--- src/sv/dtr_pkg.sv ---
// Shared types, codes and helpers for the divider/timer block.
// Used by dtr_core and divider_timer_with_delayed_reload; no dependencies.
`default_nettype none

package dtr_pkg;

	typedef logic [1:0] op_t;
	typedef logic [1:0] sel_t;

	localparam op_t OP_TICK  = 2'd0;
	localparam op_t OP_WRITE = 2'd1;
	localparam op_t OP_READ  = 2'd2;

	localparam sel_t SEL_DIVIDER = 2'd0;
	localparam sel_t SEL_COUNTER = 2'd1;
	localparam sel_t SEL_MODULO  = 2'd2;
	localparam sel_t SEL_CONTROL = 2'd3;

	localparam logic [2:0] SPAN_START      = 3'd5;
	localparam logic [7:0] CTRL_READ_ONES  = 8'hF8;
	localparam logic [7:0] COUNTER_MAX     = 8'hFF;

	// Pick the divider tap for a rate select: bits 9, 3, 5, 7.
	function automatic logic tap_bit(input logic [15:0] div, input logic [1:0] rate);
		logic b;
		case (rate)
			2'd0:    b = div[9];
			2'd1:    b = div[3];
			2'd2:    b = div[5];
			default: b = div[7];
		endcase
		return b;
	endfunction

endpackage

`default_nettype wire

--- src/sv/divider_timer_with_delayed_reload.sv ---
// An accepted request waits in the input stage until the result register can take it.
// Throughput: one request per cycle; the input stage refills whenever the
//   result register is empty or being taken in the same cycle.
// The state update and result select sit between the input and result registers.
// Reset: arst_n clears all timer registers and both valid flags at once.
// Depends on dtr_pkg and dtr_core.
`default_nettype none

module divider_timer_with_delayed_reload (
	input  wire logic       clk,
	input  wire logic       arst_n,
	input  wire logic       in_valid,
	output logic            in_ready,
	input  wire logic [1:0] operation,
	input  wire logic [1:0] reg_select,
	input  wire logic [7:0] write_data,
	output logic            out_valid,
	input  wire logic       out_ready,
	output logic [7:0]      read_data,
	output logic            timer_irq
);

	// input stage
	logic               valid_s1;
	dtr_pkg::op_t       op_s1;
	dtr_pkg::sel_t      sel_s1;
	logic [7:0]         data_s1;

	// result register
	logic               out_valid_q;
	logic [7:0]         read_data_q;
	logic               timer_irq_q;

	logic               advance;
	logic [7:0]         rd_c;
	logic               irq_c;

	// Advance the held request when the result register can take its result.
	assign advance  = valid_s1 && (!out_valid_q || out_ready);
	assign in_ready = !valid_s1 || advance;

	always_ff @(posedge clk or negedge arst_n) begin
		if (!arst_n) begin
			valid_s1 <= 1'b0;
		end else if (in_valid && in_ready) begin
			valid_s1 <= 1'b1;
		end else if (advance) begin
			valid_s1 <= 1'b0;
		end
	end

	// Capture the request payload on accept.
	always_ff @(posedge clk) begin
		if (in_valid && in_ready) begin
			op_s1   <= operation;
			sel_s1  <= reg_select;
			data_s1 <= write_data;
		end
	end

	// Timer state is committed only when the request moves on, so requests
	// take effect strictly in order.
	dtr_core u_core (
		.clk        (clk),
		.arst_n     (arst_n),
		.fire       (advance),
		.operation  (op_s1),
		.reg_select (sel_s1),
		.write_data (data_s1),
		.read_data  (rd_c),
		.timer_irq  (irq_c)
	);

	always_ff @(posedge clk or negedge arst_n) begin
		if (!arst_n) begin
			out_valid_q <= 1'b0;
		end else if (advance) begin
			out_valid_q <= 1'b1;
		end else if (out_ready) begin
			out_valid_q <= 1'b0;
		end
	end

	// Hold the result until taken.
	always_ff @(posedge clk) begin
		if (advance) begin
			read_data_q <= rd_c;
			timer_irq_q <= irq_c;
		end
	end

	assign out_valid = out_valid_q;
	assign read_data = read_data_q;
	assign timer_irq = timer_irq_q;

	a_stall_cause: assert property (@(posedge clk) disable iff (!arst_n)
		!in_ready |-> valid_s1 && out_valid_q && !out_ready)
		else $error("input stalled without a blocked result");
	a_irq_no_data: assert property (@(posedge clk) disable iff (!arst_n)
		out_valid_q && timer_irq_q |-> read_data_q == 8'd0)
		else $error("interrupt result carries read data");
	a_result_follows: assert property (@(posedge clk) disable iff (!arst_n)
		advance |=> out_valid_q)
		else $error("advanced request produced no result");

endmodule

`default_nettype wire

--- src/sv/dtr_core.sv ---
// Timer register file and next-state logic for one request per cycle in which fire is high.
// Depends on dtr_pkg.
`default_nettype none

module dtr_core (
	input  wire logic          clk,
	input  wire logic          arst_n,
	input  wire logic          fire,
	input  wire dtr_pkg::op_t  operation,
	input  wire dtr_pkg::sel_t reg_select,
	input  wire logic [7:0]    write_data,
	output logic [7:0]         read_data,
	output logic               timer_irq
);

	logic [15:0] div_q;
	logic [7:0]  cnt_q;
	logic [7:0]  mod_q;
	logic [2:0]  ctrl_q;
	logic        prev_q;
	logic [2:0]  od_q;
	logic [2:0]  rw_q;

	logic [15:0] div_n;
	logic [7:0]  cnt_n;
	logic [7:0]  mod_n;
	logic [2:0]  ctrl_n;
	logic        prev_n;
	logic [2:0]  od_n;
	logic [2:0]  rw_n;

	logic [15:0] div_inc;
	logic        tap;
	logic        fall;
	logic [7:0]  cnt_a;
	logic [2:0]  od_a;
	logic [2:0]  od_b;
	logic [2:0]  rw_a;
	logic        irq_t;

	// tick path
	always_comb begin
		div_inc = div_q + 16'd1;
		tap     = dtr_pkg::tap_bit(div_inc, ctrl_q[1:0]) & ctrl_q[2];
		fall    = (od_q == 3'd0) && !tap && prev_q;
		cnt_a   = fall ? cnt_q + 8'd1 : cnt_q;
		od_a    = (fall && cnt_q == dtr_pkg::COUNTER_MAX) ? dtr_pkg::SPAN_START : od_q;
		od_b    = (od_a != 3'd0) ? od_a - 3'd1 : od_a;
		irq_t   = (od_a != 3'd0) && (od_b == 3'd0);
		rw_a    = irq_t ? dtr_pkg::SPAN_START : rw_q;
	end

	always_comb begin
		div_n     = div_q;
		cnt_n     = cnt_q;
		mod_n     = mod_q;
		ctrl_n    = ctrl_q;
		prev_n    = prev_q;
		od_n      = od_q;
		rw_n      = rw_q;
		read_data = 8'd0;
		timer_irq = 1'b0;
		case (operation)
			dtr_pkg::OP_TICK: begin
				div_n     = div_inc;
				prev_n    = tap;
				od_n      = od_b;
				timer_irq = irq_t;
				if (rw_a != 3'd0) begin
					rw_n  = rw_a - 3'd1;
					cnt_n = mod_q;
				end else begin
					rw_n  = rw_a;
					cnt_n = cnt_a;
				end
			end
			dtr_pkg::OP_WRITE: begin
				unique case (reg_select)
					dtr_pkg::SEL_DIVIDER: div_n = 16'd0;
					dtr_pkg::SEL_COUNTER: begin
						if (rw_q == 3'd0) begin
							od_n  = 3'd0;
							cnt_n = write_data;
						end
					end
					dtr_pkg::SEL_MODULO:  mod_n  = write_data;
					default:              ctrl_n = write_data[2:0];
				endcase
			end
			dtr_pkg::OP_READ: begin
				unique case (reg_select)
					dtr_pkg::SEL_DIVIDER: read_data = div_q[15:8];
					dtr_pkg::SEL_COUNTER: read_data = cnt_q;
					dtr_pkg::SEL_MODULO:  read_data = mod_q;
					default:              read_data = dtr_pkg::CTRL_READ_ONES | {5'd0, ctrl_q};
				endcase
			end
			default: ;
		endcase
	end

	always_ff @(posedge clk or negedge arst_n) begin
		if (!arst_n) begin
			div_q  <= '0;
			cnt_q  <= '0;
			mod_q  <= '0;
			ctrl_q <= '0;
			prev_q <= 1'b0;
			od_q   <= '0;
			rw_q   <= '0;
		end else if (fire) begin
			div_q  <= div_n;
			cnt_q  <= cnt_n;
			mod_q  <= mod_n;
			ctrl_q <= ctrl_n;
			prev_q <= prev_n;
			od_q   <= od_n;
			rw_q   <= rw_n;
		end
	end

	a_irq_opens_window: assert property (@(posedge clk) disable iff (!arst_n)
		fire && timer_irq |=> rw_q == 3'd4)
		else $error("reload window not opened after interrupt");
	a_delay_bound: assert property (@(posedge clk) disable iff (!arst_n)
		od_q <= 3'd4)
		else $error("overflow delay out of range");
	a_window_bound: assert property (@(posedge clk) disable iff (!arst_n)
		rw_q <= 3'd4)
		else $error("reload window out of range");

endmodule

`default_nettype wire
--- config.mk ---
export PLATFORM = sky130hd
export DESIGN_NAME = divider_timer_with_delayed_reload
export DESIGN_NICKNAME = d
export VERILOG_FILES = /design/src/sv/dtr_pkg.sv /design/src/sv/divider_timer_with_delayed_reload.sv /design/src/sv/dtr_core.sv
export SDC_FILE = /design/constraint.sdc
export NUM_CORES = 1
export LEC_CHECK = 0
export ABC_AREA = 1
export BUFFER_PORTS_ARGS = -buffer_cell sky130_fd_sc_hd__buf_4
export CAP_MARGIN = 10
export CORE_UTILIZATION = 60
export CTS_CLUSTER_DIAMETER = 40
export DETAILED_ROUTE_END_ITERATION = 10
export GPL_TIMING_DRIVEN = 0
export MAX_ROUTING_LAYER = met4
export PLACE_DENSITY = 0.8
export SLEW_MARGIN = 20
export SYNTH_ARGS = -nofsm -noshare
export SYNTH_HDL_FRONTEND = slang
export SYNTH_SLANG_ARGS = --single-unit
export TNS_END_PERCENT = 30
--- constraint.sdc ---
create_clock -name clk -period 4.4 [get_ports clk]
set_input_delay 0.44 -clock clk [delete_from_list [all_inputs] [get_ports clk]]
set_output_delay 0.44 -clock clk [all_outputs]
set_load 0.02 [all_outputs]
==> results.txt <==
----------------------------------------------------
[Cells and area]
  Number of fill cells ... about 440
  Area added between synthesis and finish ... 14.6%
  Ratio of cells with drive above 1 in the final layout ... around a fifth
  Number of nets in the layout ... 455
  Number of antenna diodes ... 0

[Global route]
  Number of global-route vias before repair ... ~2900
  Antenna violations before repair ... 0
  Pin count of the biggest net entering global routing ... 45
  Remaining Overflow, GRT ... 0
  Global-route wire length before repair ... 12800 um
  GRT Overall Usage ... roughly 29%

[Floorplanning]
  Core area ... 5540 um^2
  Y dimension of the die ... 77.9 um
  Area of the die ... approximately 6100 um^2
  Die X ... between 70 and 80 um
  Number of placed I/O pins ... 27
  Row count ... 27
  Initial core utilization ... slightly above 60%

[Clock network]
  Num CTS Buffers ... 9
  CTS max path bufs ... 2
  Clock sinks ... 65
  Insertion delay of the later-clocked pin in the worst-skew pair ... 0.35 ns
  Count of instances resized after the clock tree is built ... 0
  Clock tree from TritonCTS ... done
  Post-cts hold buffer count ... 0
  Setup fix buffers added after clock tree synthesis ... 0
  H-tree levels ... 3
  Post-CTS clock slew at the launch and capture registers of the worst setup and hold paths ... around 0.08 ns
  Clock Tree Root ... sky130_fd_sc_hd__clkbuf_8

[Timing]
  Final Hold Vio Count ... 0
  Worst Max-Slew Pin Slew ... between 0.5 and 0.6 ns
  Setup repair after global routing missed its margin ... no
  Achievable clock frequency ... approximately 0.25 GHz
  Slew Viols, Final ... 0
  Max-slew headroom at the worst pin ... between 60% and 70%
  Shortest clock period the worst path allows after layout ... just under 4 ns
  Min setup slack post-route ... around 0.43 ns
  Final Setup Violations ... 0
  Setup Skew ... roughly 0.0065 ns
  Post-route clock period utilization ... roughly nine tenths
  Accumulated negative setup slack ... 0 ns

[Setup path]
  Crit Path Category ... register to register
  Crit path max-delay family ... simple AND/OR/NAND/NOR gates
  CP endpoint kind ... register
  Worst path slowest cell ... sky130_fd_sc_hd__dfrtp_1
  Delay contributed by the slowest stage of the critical path ... roughly 0.43 ns
  Register-to-Register Setup Slack ... 0.43 ns
  Maximum fanout along the worst path ... 10
  Startpoint class of the critical path ... register
  Critical Path RT ... 4.65 ns
  Crit path launch ... u_core.cnt_q[0]$_DFFE_PN0P_
  Start of the worst register-to-register path ... u_core.cnt_q[0]$_DFFE_PN0P_
  Worst Path Arrival ... 4.22 ns
  Most used cell along the critical path ... sky130_fd_sc_hd__ha_1
  Worst-path cell chain ... ha_1, nand4_1, nor2_1, nand2_1, nor2_1, nand3_2, nand2_2, inv_2, ha_1, ha_1, nor3_1, nand2_1, nand2_1, ha_1, ha_1, clkbuf_1, o21ai_0, o211ai_1, o21ai_0, nand2_2, o21ai_2
  Buffers and inverters on the worst path ... 2

[Detailed routing]
  Vias after detailed routing ... roughly 2900
  Total wire length after detailed routing ... approximately 7500 um
  Number of search-and-repair iterations in the first detailed-routing pass ... 5
  Vias per std cell ... approximately 5.6
  First DRT Iteration DRCs ... 240
  Post-route ant nets ... 0
  Wire length per cell after detailed routing ... ~15 um
  Residual DRC ... 0

[Synth]
  Number of synthesized register bits ... between 60 and 70
  Share of synthesized registers carrying an async set or reset ... about two thirds
  Fraction of the yosys area taken by sequential cells ... between 50% and 60%
  Mean area per synthesized cell ... 8.76 um^2
  Summed instance area of the synthesized netlist ... between 3000 and 4000 um^2
  Count of distinct cell types in the synthesized netlist ... 39
  Count of mapped cells out of synthesis ... approximately 400
  Synth warn ... 0
  Number of nets in the synthesized netlist ... 418
  Number of enable-type register cells in the synthesized netlist ... 21
  Leading register cell type out of synthesis ... sky130_fd_sc_hd__dfrtp_1

[Placed design]
  Worst setup slack before clock tree synthesis ... approximately 0.54 ns
  Half-perimeter wire length of the detailed placement result ... 5330 um
  Input/output buffers ... 26
  Routability Congestion ... about 0.90

[Status]
  Run status ... finished clean

[Flow run]
  Max Cap Viol ... 0

[Pwr]
  Peak supply drop ... ~0.4 mV
  P per Cell Area ... approximately 540 nW/um^2
  Leakage power total ... approximately 1.9 nW

[Worst hold path]
  Worst Hold Class ... input port to asynchronous set/reset pin

----------------------------------------------------
cell families (layout without fill, tap and decap cells):
| family | count (synthesis) | in the layout | share of synthesized area (%) |
|---|---|---|---|
| AOI/OAI and AO/OA | 90 | 90 | 16.7 |
| xor gates and xnor gates | 2 | 2 | 0.508 |
| adders and majority gates | 8 | 8 | 2.90 |
| buffers and inverters | 75 | 117 | 8.66 |
| DFF | 65 | 65 | 50.2 |
| and+or+nand+nor | 154 | 154 | 21.0 |
cells in the mapped netlist, types with 2 or more instances:
| library cell | number | share of area, % |
|---|---|---|
| sky130_fd_sc_hd__a21oi_1 | 17 | 2.5 |
| sky130_fd_sc_hd__a21oi_4 | 3 | 1.4 |
| sky130_fd_sc_hd__a22o_1 | 2 | 0.51 |
| sky130_fd_sc_hd__clkbuf_1 | 3 | 0.33 |
| sky130_fd_sc_hd__dfrtp_1 | 44 | 32 |
| sky130_fd_sc_hd__edfxtp_1 | 21 | 18 |
| sky130_fd_sc_hd__ha_1 | 8 | 2.9 |
| sky130_fd_sc_hd__inv_1 | 68 | 7.4 |
| sky130_fd_sc_hd__inv_2 | 2 | 0.22 |
| sky130_fd_sc_hd__nand2_1 | 75 | 8.2 |
| sky130_fd_sc_hd__nand2_2 | 9 | 1.6 |
| sky130_fd_sc_hd__nand2_4 | 2 | 0.65 |
| sky130_fd_sc_hd__nand3_1 | 17 | 2.5 |
| sky130_fd_sc_hd__nand3_2 | 4 | 1.2 |
| sky130_fd_sc_hd__nand4_1 | 3 | 0.54 |
| sky130_fd_sc_hd__nor2_1 | 29 | 3.2 |
| sky130_fd_sc_hd__nor2_2 | 5 | 0.91 |
| sky130_fd_sc_hd__nor2_4 | 3 | 0.98 |
| sky130_fd_sc_hd__nor3_1 | 5 | 0.72 |
| sky130_fd_sc_hd__o2111ai_1 | 3 | 0.76 |
| sky130_fd_sc_hd__o211ai_1 | 3 | 0.65 |
| sky130_fd_sc_hd__o21ai_0 | 39 | 5.7 |
| sky130_fd_sc_hd__o21ai_1 | 3 | 0.43 |
| sky130_fd_sc_hd__o21ai_2 | 6 | 1.5 |
| sky130_fd_sc_hd__o22ai_1 | 5 | 0.91 |
| sky130_fd_sc_hd__xor2_1 | 2 | 0.51 |
cells in the final DEF, fill, tap and decap left out, drive strengths merged:
| cell | netlist | layout |
|---|---|---|
| buf | 2 | 28 |
| a31o | 1 | 1 |
| o221ai | 1 | 1 |
| nand4 | 3 | 3 |
| nor3 | 6 | 6 |
| clkbuf | 3 | 12 |
| o22ai | 5 | 5 |
| dfrtp | 44 | 44 |
| a31oi | 2 | 2 |
| a21oi | 21 | 21 |
| a211oi | 1 | 1 |
| nand2 | 86 | 86 |
| nor2 | 37 | 37 |
| nand3 | 21 | 21 |
| clkinvlp | 0 | 1 |
| nor4 | 1 | 1 |
| a22o | 2 | 2 |
| o21a | 1 | 1 |
| edfxtp | 21 | 21 |
| o31ai | 1 | 1 |
| a22oi | 1 | 1 |
| o21ai | 48 | 48 |
| bufinv | 0 | 2 |
| o211ai | 3 | 3 |
| xor2 | 2 | 2 |
| inv | 70 | 70 |
| ha | 8 | 8 |
| clkinv | 0 | 4 |
| o2111ai | 3 | 3 |
worst reg2reg max path, delay by kind of cell (launching register included):
| kind | cells | cell delay, ns |
|---|---|---|
| AOI/OAI and AO/OA | 4 | 0.43 |
| buffers and inverters | 2 | 0.41 |
| and+or+nand+nor | 10 | 1.50 |
| DFF | 1 | 0.43 |
| adders and majority gates | 5 | 1.10 |
metal layers:
| layer | global-route usage, % | part of all wire (%) |
|---|---|---|
| met3 | 4.94 | 6.8 |
| met5 | - | 0 |
| met1 | 34.8 | 42 |
| met4 | 15.3 | 2.7 |
| met2 | 46.5 | 49 |
final timing paths:
path,endpoint,depth (start not counted)
max reg2reg,u_core.cnt_q[5]$_DFFE_PN0P_,21
max,u_core.cnt_q[5]$_DFFE_PN0P_,21
min in group clk,data_s1[5]$_DFFE_PP_,1
min,u_core.div_q[4]$_DFFE_PN0P_,1
max in group asynchronous,u_core.div_q[10]$_DFFE_PN0P_,1
min reg2reg,u_core.mod_q[3]$_DFFE_PN0P_,2
flip-flops by register name, summed over array words and instances (netlist names), 3 cells and up:
signal and cells:
read_data 8, u_core.ctrl_q 3, u_core.div_q 16, data_s1 8, u_core.cnt_q 8, u_core.od_q 3
u_core.mod_q 8, u_core.rw_q 3
power by group:
part / leakage [nW] / internal (mW) / switching (mW) / total [mW]
Combinational: 0.982 / 0.239 / 0.401 / 0.641
Sequential: 0.766 / 0.786 / 0.144 / 0.930
Clock: 0.109 / 0.318 / 0.247 / 0.565
Total: 1.86 / 1.34 / 0.792 / 2.14
layout make-up:
type                    count  area (um^2)  share of cell area [%]
multi-input cells         254         1420                    35.9
clock buffers               9          124                    3.13
well taps                  72         90.1                    2.28
repair buffers             26          195                    4.93
clock inverters             7         95.1                    2.40
flip-flops and latches     65         1730                    43.8
plain buffers               5         36.3                   0.917
inverters                  70          263                    6.64
through the flow:
stage	cell area [um^2]	hold slack, ns	power [mW]	utilization, %	cells
3_3_place_gp	3740	0.472	1.53	67.5	492
5_1_grt	3960	0.132	2.27	71.4	508
2_1_floorplan	3450	0.144	1.39	-	394
3_5_place_dp	3740	0.474	1.56	67.5	492
6_report	3960	0.0747	2.14	71.4	508
4_1_cts	3960	0.107	2.13	71.4	508
Power figures use the tool's default switching activity.
